===== src/sv/rdc_pkg.sv =====
// Shared types, constants and helpers for the radix digit converter.
// No dependencies; every other file takes what it needs by scoped name.
`default_nettype none

package rdc_pkg;

    // Field widths
    localparam int NUM_W   = 63;
    localparam int RADIX_W = 5;
    localparam int DIGIT_W = 4;
    localparam int CHAR_W  = 7;

    // Radix limits and reset value
    localparam logic [RADIX_W-1:0] RADIX_MIN   = RADIX_W'(2);
    localparam logic [RADIX_W-1:0] RADIX_MAX   = RADIX_W'(16);
    localparam logic [RADIX_W-1:0] RADIX_RESET = RADIX_W'(10);

    // Stack depth default and the cap on digits per number
    localparam int MAX_DIGITS_DEF = 64;
    localparam int RESULT_LIMIT   = 63;

    // Divider: dividend bits consumed per cycle, padded dividend width
    localparam int DIV_STEP  = 8;
    localparam int DIV_W     = ((NUM_W + DIV_STEP - 1) / DIV_STEP) * DIV_STEP;
    localparam int DIV_CYC   = DIV_W / DIV_STEP;
    localparam int DIV_CNT_W = (DIV_CYC > 1) ? $clog2(DIV_CYC) : 1;

    // Character codes
    localparam logic [CHAR_W-1:0] CHAR_ZERO = CHAR_W'(8'h30);
    localparam logic [CHAR_W-1:0] CHAR_A    = CHAR_W'(8'h41);

    // One queued conversion: the number and the base already saturated
    typedef struct packed {
        logic [NUM_W-1:0]   value;
        logic [RADIX_W-1:0] base;
    } t_job;

    function automatic logic [CHAR_W-1:0] digit_to_ascii(input logic [DIGIT_W-1:0] d);
        logic [CHAR_W-1:0] c;
        if (d < DIGIT_W'(10)) begin
            c = CHAR_ZERO + CHAR_W'(d);
        end else begin
            c = CHAR_A + CHAR_W'(d - DIGIT_W'(10));
        end
        return c;
    endfunction

endpackage

`default_nettype wire


===== src/sv/rdc_ram.sv =====
// Generic single-write, single-read RAM with registered read data.
// No dependencies.
`default_nettype none

module rdc_ram #(
    parameter int WIDTH = 4,
    parameter int DEPTH = 64
) (
    input  wire logic                     i_clk,
    input  wire logic                     i_wr_en,
    input  wire logic [$clog2(DEPTH)-1:0] i_wr_addr,
    input  wire logic [WIDTH-1:0]         i_wr_data,
    input  wire logic                     i_rd_en,
    input  wire logic [$clog2(DEPTH)-1:0] i_rd_addr,
    output logic      [WIDTH-1:0]         o_rd_data
);

    logic [WIDTH-1:0] r_mem [DEPTH];

    always_ff @(posedge i_clk) begin
        if (i_wr_en) begin
            r_mem[i_wr_addr] <= i_wr_data;
        end
        if (i_rd_en) begin
            o_rd_data <= r_mem[i_rd_addr];
        end
    end

endmodule

`default_nettype wire


===== src/sv/rdc_front.sv =====
// Input side: takes numbers, saturates the radix and holds them in a two-entry queue.
// Depends on rdc_pkg.
`default_nettype none

module rdc_front (
    input  wire logic                          i_clk,
    input  wire logic                          i_rst_n,
    input  wire logic                          i_push,
    output logic                               o_full,
    input  wire logic [rdc_pkg::NUM_W-1:0]     i_number_value,
    input  wire logic [rdc_pkg::RADIX_W-1:0]   i_radix,
    output logic                               o_job_valid,
    output rdc_pkg::t_job                      o_job,
    input  wire logic                          i_job_pop
);

    rdc_pkg::t_job                r_q [2];
    logic                         r_wr_ptr;
    logic                         r_rd_ptr;
    logic [1:0]                   r_cnt;
    logic [rdc_pkg::RADIX_W-1:0]  base_sat;
    logic                         do_push;
    logic                         do_pop;

    // Clamp the base into 2..16
    always_comb begin
        if (i_radix < rdc_pkg::RADIX_MIN) begin
            base_sat = rdc_pkg::RADIX_MIN;
        end else if (i_radix > rdc_pkg::RADIX_MAX) begin
            base_sat = rdc_pkg::RADIX_MAX;
        end else begin
            base_sat = i_radix;
        end
    end

    assign o_full      = (r_cnt == 2'd2);
    assign o_job_valid = (r_cnt != 2'd0);
    assign o_job       = r_q[r_rd_ptr];
    assign do_push     = i_push && !o_full;
    assign do_pop      = i_job_pop && o_job_valid;

    always_ff @(posedge i_clk) begin
        if (do_push) begin
            r_q[r_wr_ptr].value <= i_number_value;
            r_q[r_wr_ptr].base  <= base_sat;
        end
    end

    always_ff @(posedge i_clk) begin
        if (!i_rst_n) begin
            r_wr_ptr <= 1'b0;
            r_rd_ptr <= 1'b0;
            r_cnt    <= 2'd0;
        end else begin
            if (do_push) begin
                r_wr_ptr <= !r_wr_ptr;
            end
            if (do_pop) begin
                r_rd_ptr <= !r_rd_ptr;
            end
            if (do_push && !do_pop) begin
                r_cnt <= r_cnt + 2'd1;
            end else if (do_pop && !do_push) begin
                r_cnt <= r_cnt - 2'd1;
            end
        end
    end

endmodule

`default_nettype wire


===== src/sv/rdc_back.sv =====
// Conversion engine: digit-by-digit divider, digit stack and character output register.
// Depends on rdc_pkg and rdc_ram.
`default_nettype none

module rdc_back #(
    parameter int MAX_DIGITS = rdc_pkg::MAX_DIGITS_DEF
) (
    input  wire logic                          i_clk,
    input  wire logic                          i_rst_n,
    input  wire logic                          i_job_valid,
    input  wire rdc_pkg::t_job                 i_job,
    output logic                               o_job_pop,
    output logic                               o_empty,
    input  wire logic                          i_pop,
    output logic      [rdc_pkg::CHAR_W-1:0]    o_digit_char,
    output logic                               o_last_digit
);

    localparam int ADDR_W = $clog2(MAX_DIGITS);
    localparam int CNT_W  = $clog2(MAX_DIGITS + 1);
    localparam int LIMIT_I = (MAX_DIGITS < rdc_pkg::RESULT_LIMIT) ?
                             MAX_DIGITS : rdc_pkg::RESULT_LIMIT;
    localparam logic [CNT_W-1:0] LIMIT = CNT_W'(LIMIT_I);

    typedef enum logic [3:0] {
        ST_IDLE = 4'b0001,
        ST_DIV  = 4'b0010,
        ST_READ = 4'b0100,
        ST_LOAD = 4'b1000
    } t_state;

    t_state                             r_state, n_state;
    logic [rdc_pkg::DIV_W-1:0]          r_work, n_work;
    logic [rdc_pkg::RADIX_W-1:0]        r_base, n_base;
    logic [rdc_pkg::DIGIT_W-1:0]        r_rem, n_rem;
    logic [rdc_pkg::DIV_CNT_W-1:0]      r_step, n_step;
    logic [CNT_W-1:0]                   r_count, n_count;
    logic                               r_last, n_last;
    logic                               r_out_valid, n_out_valid;
    logic [rdc_pkg::CHAR_W-1:0]         r_out_char, n_out_char;
    logic                               r_out_last, n_out_last;

    logic [rdc_pkg::DIGIT_W-1:0]        step_rem;
    logic [rdc_pkg::DIV_STEP-1:0]       step_q;
    logic [rdc_pkg::DIV_W-1:0]          step_work;
    logic [CNT_W-1:0]                   count_inc;

    logic                               wr_en;
    logic                               rd_en;
    logic [ADDR_W-1:0]                  rd_addr;
    logic [rdc_pkg::DIGIT_W-1:0]        rd_data;
    logic                               out_take;

    // Eight restoring-division bit steps on the top byte of the work word
    always_comb begin
        logic [rdc_pkg::RADIX_W-1:0] t;
        logic [rdc_pkg::DIGIT_W-1:0] rem;
        rem    = r_rem;
        step_q = '0;
        for (int i = rdc_pkg::DIV_STEP - 1; i >= 0; i--) begin
            t = {rem, r_work[rdc_pkg::DIV_W - rdc_pkg::DIV_STEP + i]};
            if (t >= r_base) begin
                t         = t - r_base;
                step_q[i] = 1'b1;
            end
            rem = t[rdc_pkg::DIGIT_W-1:0];
        end
        step_rem  = rem;
        step_work = {r_work[rdc_pkg::DIV_W-rdc_pkg::DIV_STEP-1:0], step_q};
    end

    assign count_inc = r_count + CNT_W'(1);
    assign out_take  = i_pop && r_out_valid;
    assign wr_en     = (r_state == ST_DIV) &&
                       (r_step == rdc_pkg::DIV_CNT_W'(rdc_pkg::DIV_CYC - 1));
    assign rd_addr   = ADDR_W'(r_count - CNT_W'(1));

    always_comb begin
        n_state     = r_state;
        n_work      = r_work;
        n_base      = r_base;
        n_rem       = r_rem;
        n_step      = r_step;
        n_count     = r_count;
        n_last      = r_last;
        n_out_valid = r_out_valid && !out_take;
        n_out_char  = r_out_char;
        n_out_last  = r_out_last;
        o_job_pop   = 1'b0;
        rd_en       = 1'b0;
        unique case (r_state)
            ST_IDLE: begin
                if (i_job_valid) begin
                    o_job_pop = 1'b1;
                    n_work    = {{(rdc_pkg::DIV_W - rdc_pkg::NUM_W){1'b0}}, i_job.value};
                    n_base    = i_job.base;
                    n_rem     = '0;
                    n_step    = '0;
                    n_count   = '0;
                    n_state   = ST_DIV;
                end
            end
            ST_DIV: begin
                n_step = r_step + rdc_pkg::DIV_CNT_W'(1);
                if (wr_en) begin
                    // Digit done: push remainder, carry on with the quotient
                    n_count = count_inc;
                    n_work  = step_work;
                    n_rem   = '0;
                    n_step  = '0;
                    if (!((|step_work) && (count_inc < LIMIT))) begin
                        n_state = ST_READ;
                    end
                end else begin
                    n_work = step_work;
                    n_rem  = step_rem;
                end
            end
            ST_READ: begin
                if (!r_out_valid || i_pop) begin
                    rd_en   = 1'b1;
                    n_last  = (r_count == CNT_W'(1));
                    n_count = r_count - CNT_W'(1);
                    n_state = ST_LOAD;
                end
            end
            ST_LOAD: begin
                n_out_valid = 1'b1;
                n_out_char  = rdc_pkg::digit_to_ascii(rd_data);
                n_out_last  = r_last;
                n_state     = r_last ? ST_IDLE : ST_READ;
            end
            default: begin
                n_state = ST_IDLE;
            end
        endcase
    end

    rdc_ram #(
        .WIDTH (rdc_pkg::DIGIT_W),
        .DEPTH (MAX_DIGITS)
    ) u_stack (
        .i_clk     (i_clk),
        .i_wr_en   (wr_en),
        .i_wr_addr (r_count[ADDR_W-1:0]),
        .i_wr_data (step_rem),
        .i_rd_en   (rd_en),
        .i_rd_addr (rd_addr),
        .o_rd_data (rd_data)
    );

    always_ff @(posedge i_clk) begin
        r_work     <= n_work;
        r_base     <= n_base;
        r_rem      <= n_rem;
        r_step     <= n_step;
        r_last     <= n_last;
        r_out_char <= n_out_char;
        r_out_last <= n_out_last;
    end

    always_ff @(posedge i_clk) begin
        if (!i_rst_n) begin
            r_state     <= ST_IDLE;
            r_count     <= '0;
            r_out_valid <= 1'b0;
        end else begin
            r_state     <= n_state;
            r_count     <= n_count;
            r_out_valid <= n_out_valid;
        end
    end

    assign o_empty      = !r_out_valid;
    assign o_digit_char = r_out_char;
    assign o_last_digit = r_out_last;

endmodule

`default_nettype wire


===== src/sv/radix_digit_converter_top.sv =====
// Top level of the radix digit converter: radix register, input queue, conversion engine.
// Depends on rdc_pkg, rdc_front, rdc_back (and rdc_ram below it).
`default_nettype none

// Converts a 63-bit non-negative integer into ASCII digits of a base from 2 to 16,
// most significant digit first, with the final digit flagged by o_last_digit; zero
// gives the single character '0'. The base comes from a 5-bit register (reset 10),
// written through i_cfg_we/i_cfg_wdata; values below 2 act as 2 and above 16 as 16.
// Numbers enter through a two-entry queue (push/full), so up to two can wait while
// the engine works. The engine takes one number at a time: its divider retires 8
// dividend bits per cycle against the base to produce each digit, and each character
// is then fetched from the registered digit stack and loaded into the output register
// (empty/pop). At most min(MAX_DIGITS, 63) least significant digits are produced.

module radix_digit_converter_top #(
    parameter int MAX_DIGITS = rdc_pkg::MAX_DIGITS_DEF
) (
    input  wire logic                          i_clk,
    input  wire logic                          i_rst_n,
    // Number input
    input  wire logic                          push,
    output logic                               full,
    input  wire logic [rdc_pkg::NUM_W-1:0]     i_number_value,
    // Character output
    output logic                               empty,
    input  wire logic                          pop,
    output logic      [rdc_pkg::CHAR_W-1:0]    o_digit_char,
    output logic                               o_last_digit,
    // Radix register
    input  wire logic                          i_cfg_we,
    input  wire logic [rdc_pkg::RADIX_W-1:0]   i_cfg_wdata
);

    logic [rdc_pkg::RADIX_W-1:0] r_radix;
    logic                        job_valid;
    logic                        job_pop;
    rdc_pkg::t_job               job;

    // Hold the radix; write it only between conversions
    always_ff @(posedge i_clk) begin
        if (!i_rst_n) begin
            r_radix <= rdc_pkg::RADIX_RESET;
        end else if (i_cfg_we) begin
            r_radix <= i_cfg_wdata;
        end
    end

    // Front: transfer numbers in, attach the clamped base, queue them
    rdc_front u_front (
        .i_clk          (i_clk),
        .i_rst_n        (i_rst_n),
        .i_push         (push),
        .o_full         (full),
        .i_number_value (i_number_value),
        .i_radix        (r_radix),
        .o_job_valid    (job_valid),
        .o_job          (job),
        .i_job_pop      (job_pop)
    );

    // Back: divide into digits, stack them, then emit them as characters
    rdc_back #(
        .MAX_DIGITS (MAX_DIGITS)
    ) u_back (
        .i_clk        (i_clk),
        .i_rst_n      (i_rst_n),
        .i_job_valid  (job_valid),
        .i_job        (job),
        .o_job_pop    (job_pop),
        .o_empty      (empty),
        .i_pop        (pop),
        .o_digit_char (o_digit_char),
        .o_last_digit (o_last_digit)
    );

endmodule

`default_nettype wire


===== config.mk =====
export PLATFORM = sky130hd
export DESIGN_NAME = radix_digit_converter_top
export DESIGN_NICKNAME = d
export VERILOG_FILES = /design/src/sv/rdc_pkg.sv /design/src/sv/rdc_ram.sv /design/src/sv/rdc_front.sv /design/src/sv/rdc_back.sv /design/src/sv/radix_digit_converter_top.sv
export SDC_FILE = /design/constraint.sdc
export NUM_CORES = 1
export LEC_CHECK = 0
export BUFFER_PORTS_ARGS = -buffer_cell sky130_fd_sc_hd__buf_2
export CAP_MARGIN = 20
export CORE_ASPECT_RATIO = 1.1
export CORE_UTILIZATION = 62
export DETAILED_ROUTE_END_ITERATION = 12
export PLACE_DENSITY_LB_ADDON = 0.2
export SKIP_LAST_GASP = 1
export SYNTH_ARGS = -nofsm -noshare
export SYNTH_HDL_FRONTEND = slang
export SYNTH_SLANG_ARGS = --single-unit

===== constraint.sdc =====
create_clock -name i_clk -period 14.5 [get_ports i_clk]
set_input_delay 2.175 -clock i_clk [delete_from_list [all_inputs] [get_ports i_clk]]
set_output_delay 2.175 -clock i_clk [all_outputs]
set_load 0.005 [all_outputs]

==> run metrics <==
status=finished, violations left; failing checks=design-rule violations; # H-tree levels=2; clk sinks=503; DRC viols=5; Die Width=180 um; Mapped Nets=1473; Hold Path Depth=0; I/O pin count=83; Yosys cell types=60; worst-case clock buffer depth=3; Final Hold Fails=0; Post-DP HPWL=26.5 mm; multi-input logic area=6310 sq um; RSZ-0062 raised after global routing=no; hold_sp=u_back.r_last; Synthesis Warnings=0; Worst Skew=18.0 ps; count leader, synth=edfxtp_1; DR WL/cell=22.5 um; DR pass1 iterations=10; f_max=75.0 MHz; Mapped Area=21600 sq um; CTS tree=yes; Slowest Stage Delay on Critical Path=600 ps; FILL cells=2178; CTS buffer count=49; Design Area, Final=24000 sq um; postcts setup bufs=0; Iter 0 DRT Violations=1059; setup tns final=0 ps; P&R area growth vs syn=11.3%; Post-DP Area=22400 sq um; largest net degree at the start of global routing=104; Final ANT Viol Nets=0; input/output buffers=82; Vias=11700; Post-Route WL=42.9 mm; top cell type's share of synthesized area=66.9%; first-pass GRT wire length=66.3 mm; Crit path required time=14780 ps; Post-synth top flop=edfxtp_1; clk_lat worst skew=580 ps; Yosys reg bits=503; share of flip-flops with an asynchronous set or reset=0%; number of flops mapped to enable cells by yosys=481; Slew Limit Headroom=26.0%; gpl congestion=0.879; average vias per placed instance=6.15; WS Path Type=reg2reg; core area=34200 sq um; share of layout cells above drive strength 1=18.8%; Synth area leader=edfxtp_1; max_cap viols=0; crit start category=flip-flop; Starting Density=63.1%; DIE AREA=35600 sq um; clk slew on worst S/H paths=60 ps; worst hold path type=reg2reg; Synth Instances=1342; Avg Inst Size Synth=16.1 sq um; R2R Setup Slk=1160 ps; vias in the first global route=11800; Hold EP=u_back.o_last_digit; # setup viols final=0; period utilization=92.0%; initial antenna violation count=1; RR Endpoint=u_back.u_stack.r_mem[50][3]; Final #Nets=1559; fin crit period=13340 ps; register area=14900 sq um; remaining global-route overflow=0; CP most frequent cell=a21o_1; CTS root buffer=clkbuf_16; CP Capture Type=flip-flop; worst-margin pin slew=1110 ps; synth top area cells=edfxtp_1 (67%), mux4_2 (8.1%), mux2i_1 (3.7%); Post-synth top cells=edfxtp_1 (481), nand2_1 (105), nor2_1 (90); hold_ws=484 ps; Final Max Slew Viols=0; RR Startpoint=u_back.r_base[1]; worst r2r path cells=52; num rows=71; hold buffers post-CTS=0; CTS resizes=0; Max FO, Critical Path=64; Seq/Total Area, Yosys=69.0%; Total GRT Usage=24.6%; die span in y=198 um; slowest CP cell=edfxtp_1; WP data arrival=13620 ps
routing by layer:
layer	wire length (um)	global-route usage, %	share of wire (%)	up-vias
li1	-	-	-	5370
met3	2260	3.68	5.3	65
met1	18100	34.0	42	5876
met5	0	0	0	-
met2	21600	40.9	50	407
met4	939	7.44	2.2	0
worst max path at each step:
| stage | from | endpoint | slack [ps] | cells past startpoint |
|---|---|---|---|---|
| 2_1_floorplan | u_back.r_base[1] | u_back.u_stack.r_mem[0][0] | 1900 | 52 |
| 3_3_place_gp | u_back.r_base[1] | u_back.u_stack.r_mem[1][1] | 1530 | 48 |
| 3_5_place_dp | u_back.r_base[1] | u_back.u_stack.r_mem[0][1] | 960 | 48 |
| 4_1_cts | u_back.r_base[1] | u_back.u_stack.r_mem[3][1] | 900 | 48 |
| 5_1_grt | u_back.r_base[1] | u_back.u_stack.r_mem[50][3] | 30 | 51 |
| 6_report | u_back.r_base[1] | u_back.u_stack.r_mem[50][3] | 1160 | 52 |
worst max-delay path, delay by kind of cell, from the launching register on:
family,cells,cell delay [ps]
flip-flops,1,600
multiplexers,2,860
AND/OR/NAND/NOR,4,480
buffers and inverters,8,1520
adder cells (fa/ha/maj),8,2650
AO/OA/AOI/OAI,30,6850
metrics by stage:
step           std cells  worst slack, ps  utilization, %
6_report            1904             1160            70.2
5_1_grt             1904             31.2            70.2
4_1_cts             1902              904            70.1
3_5_place_dp        1814              958            65.6
3_3_place_gp        1814             1530            65.6
2_1_floorplan       1342             1900               -
kinds of logic after synthesis:
| family | synth area share (%) |
|---|---|
| DFF | 69.0 |
| and+or+nand+nor | 6.47 |
| AOI/OAI and AO/OA | 4.98 |
| muxes | 12.6 |
| buffers and inverters | 2.16 |
| adders and majority gates | 3.64 |
| xor gates and xnor gates | 1.18 |
cell type report:
class | instances | area share (%)
antenna | 1 | 0.0104
clock buffer | 60 | 5.28
clock inverter | 28 | 1.22
inverter | 45 | 0.703
multi-input combinational | 732 | 26.3
sequential | 503 | 62.0
tap | 438 | 2.28
timing repair buffer | 97 | 2.23
state kept, by name (all words and copies together), names as in the netlist, named ones only:
name,count
r_radix,5
u_back.o_digit_char,7
u_back.o_last_digit,1
u_back.r_base,5
u_back.r_count,7
u_back.r_last,1
u_back.r_out_valid,1
u_back.r_rem,4
u_back.r_state,4
u_back.r_step,3
u_back.r_work,64
u_back.u_stack.o_rd_data,4
u_back.u_stack.r_mem,256
u_front.r_cnt,2
u_front.r_q,136
u_front.r_rd_ptr,1
u_front.r_wr_ptr,1
cell usage in the layout, fill, tap and decap left out, types with 8 or more instances in the layout:
master / instances
clkinv_1: 8
xor2_1: 11
mux2i_1: 79
nand3_1: 11
a21oi_1: 28
o21ai_0: 81
mux2_2: 11
nand2_1: 104
inv_1: 45
a21o_1: 16
fa_1: 8
clkbuf_1: 11
a22oi_1: 11
dfxtp_1: 20
mux4_2: 78
buf_4: 14
buf_2: 82
nor4_1: 16
ha_1: 49
or3_1: 8
edfxtp_1: 481
nand2b_1: 9
clkbuf_16: 49
xnor2_1: 17
nor2b_1: 13
nor2_1: 89
clkinv_2: 9
Power is left out: the tool's default activity adds up to more than one toggle a clock period on the data nets, which glitch-free logic cannot reach.
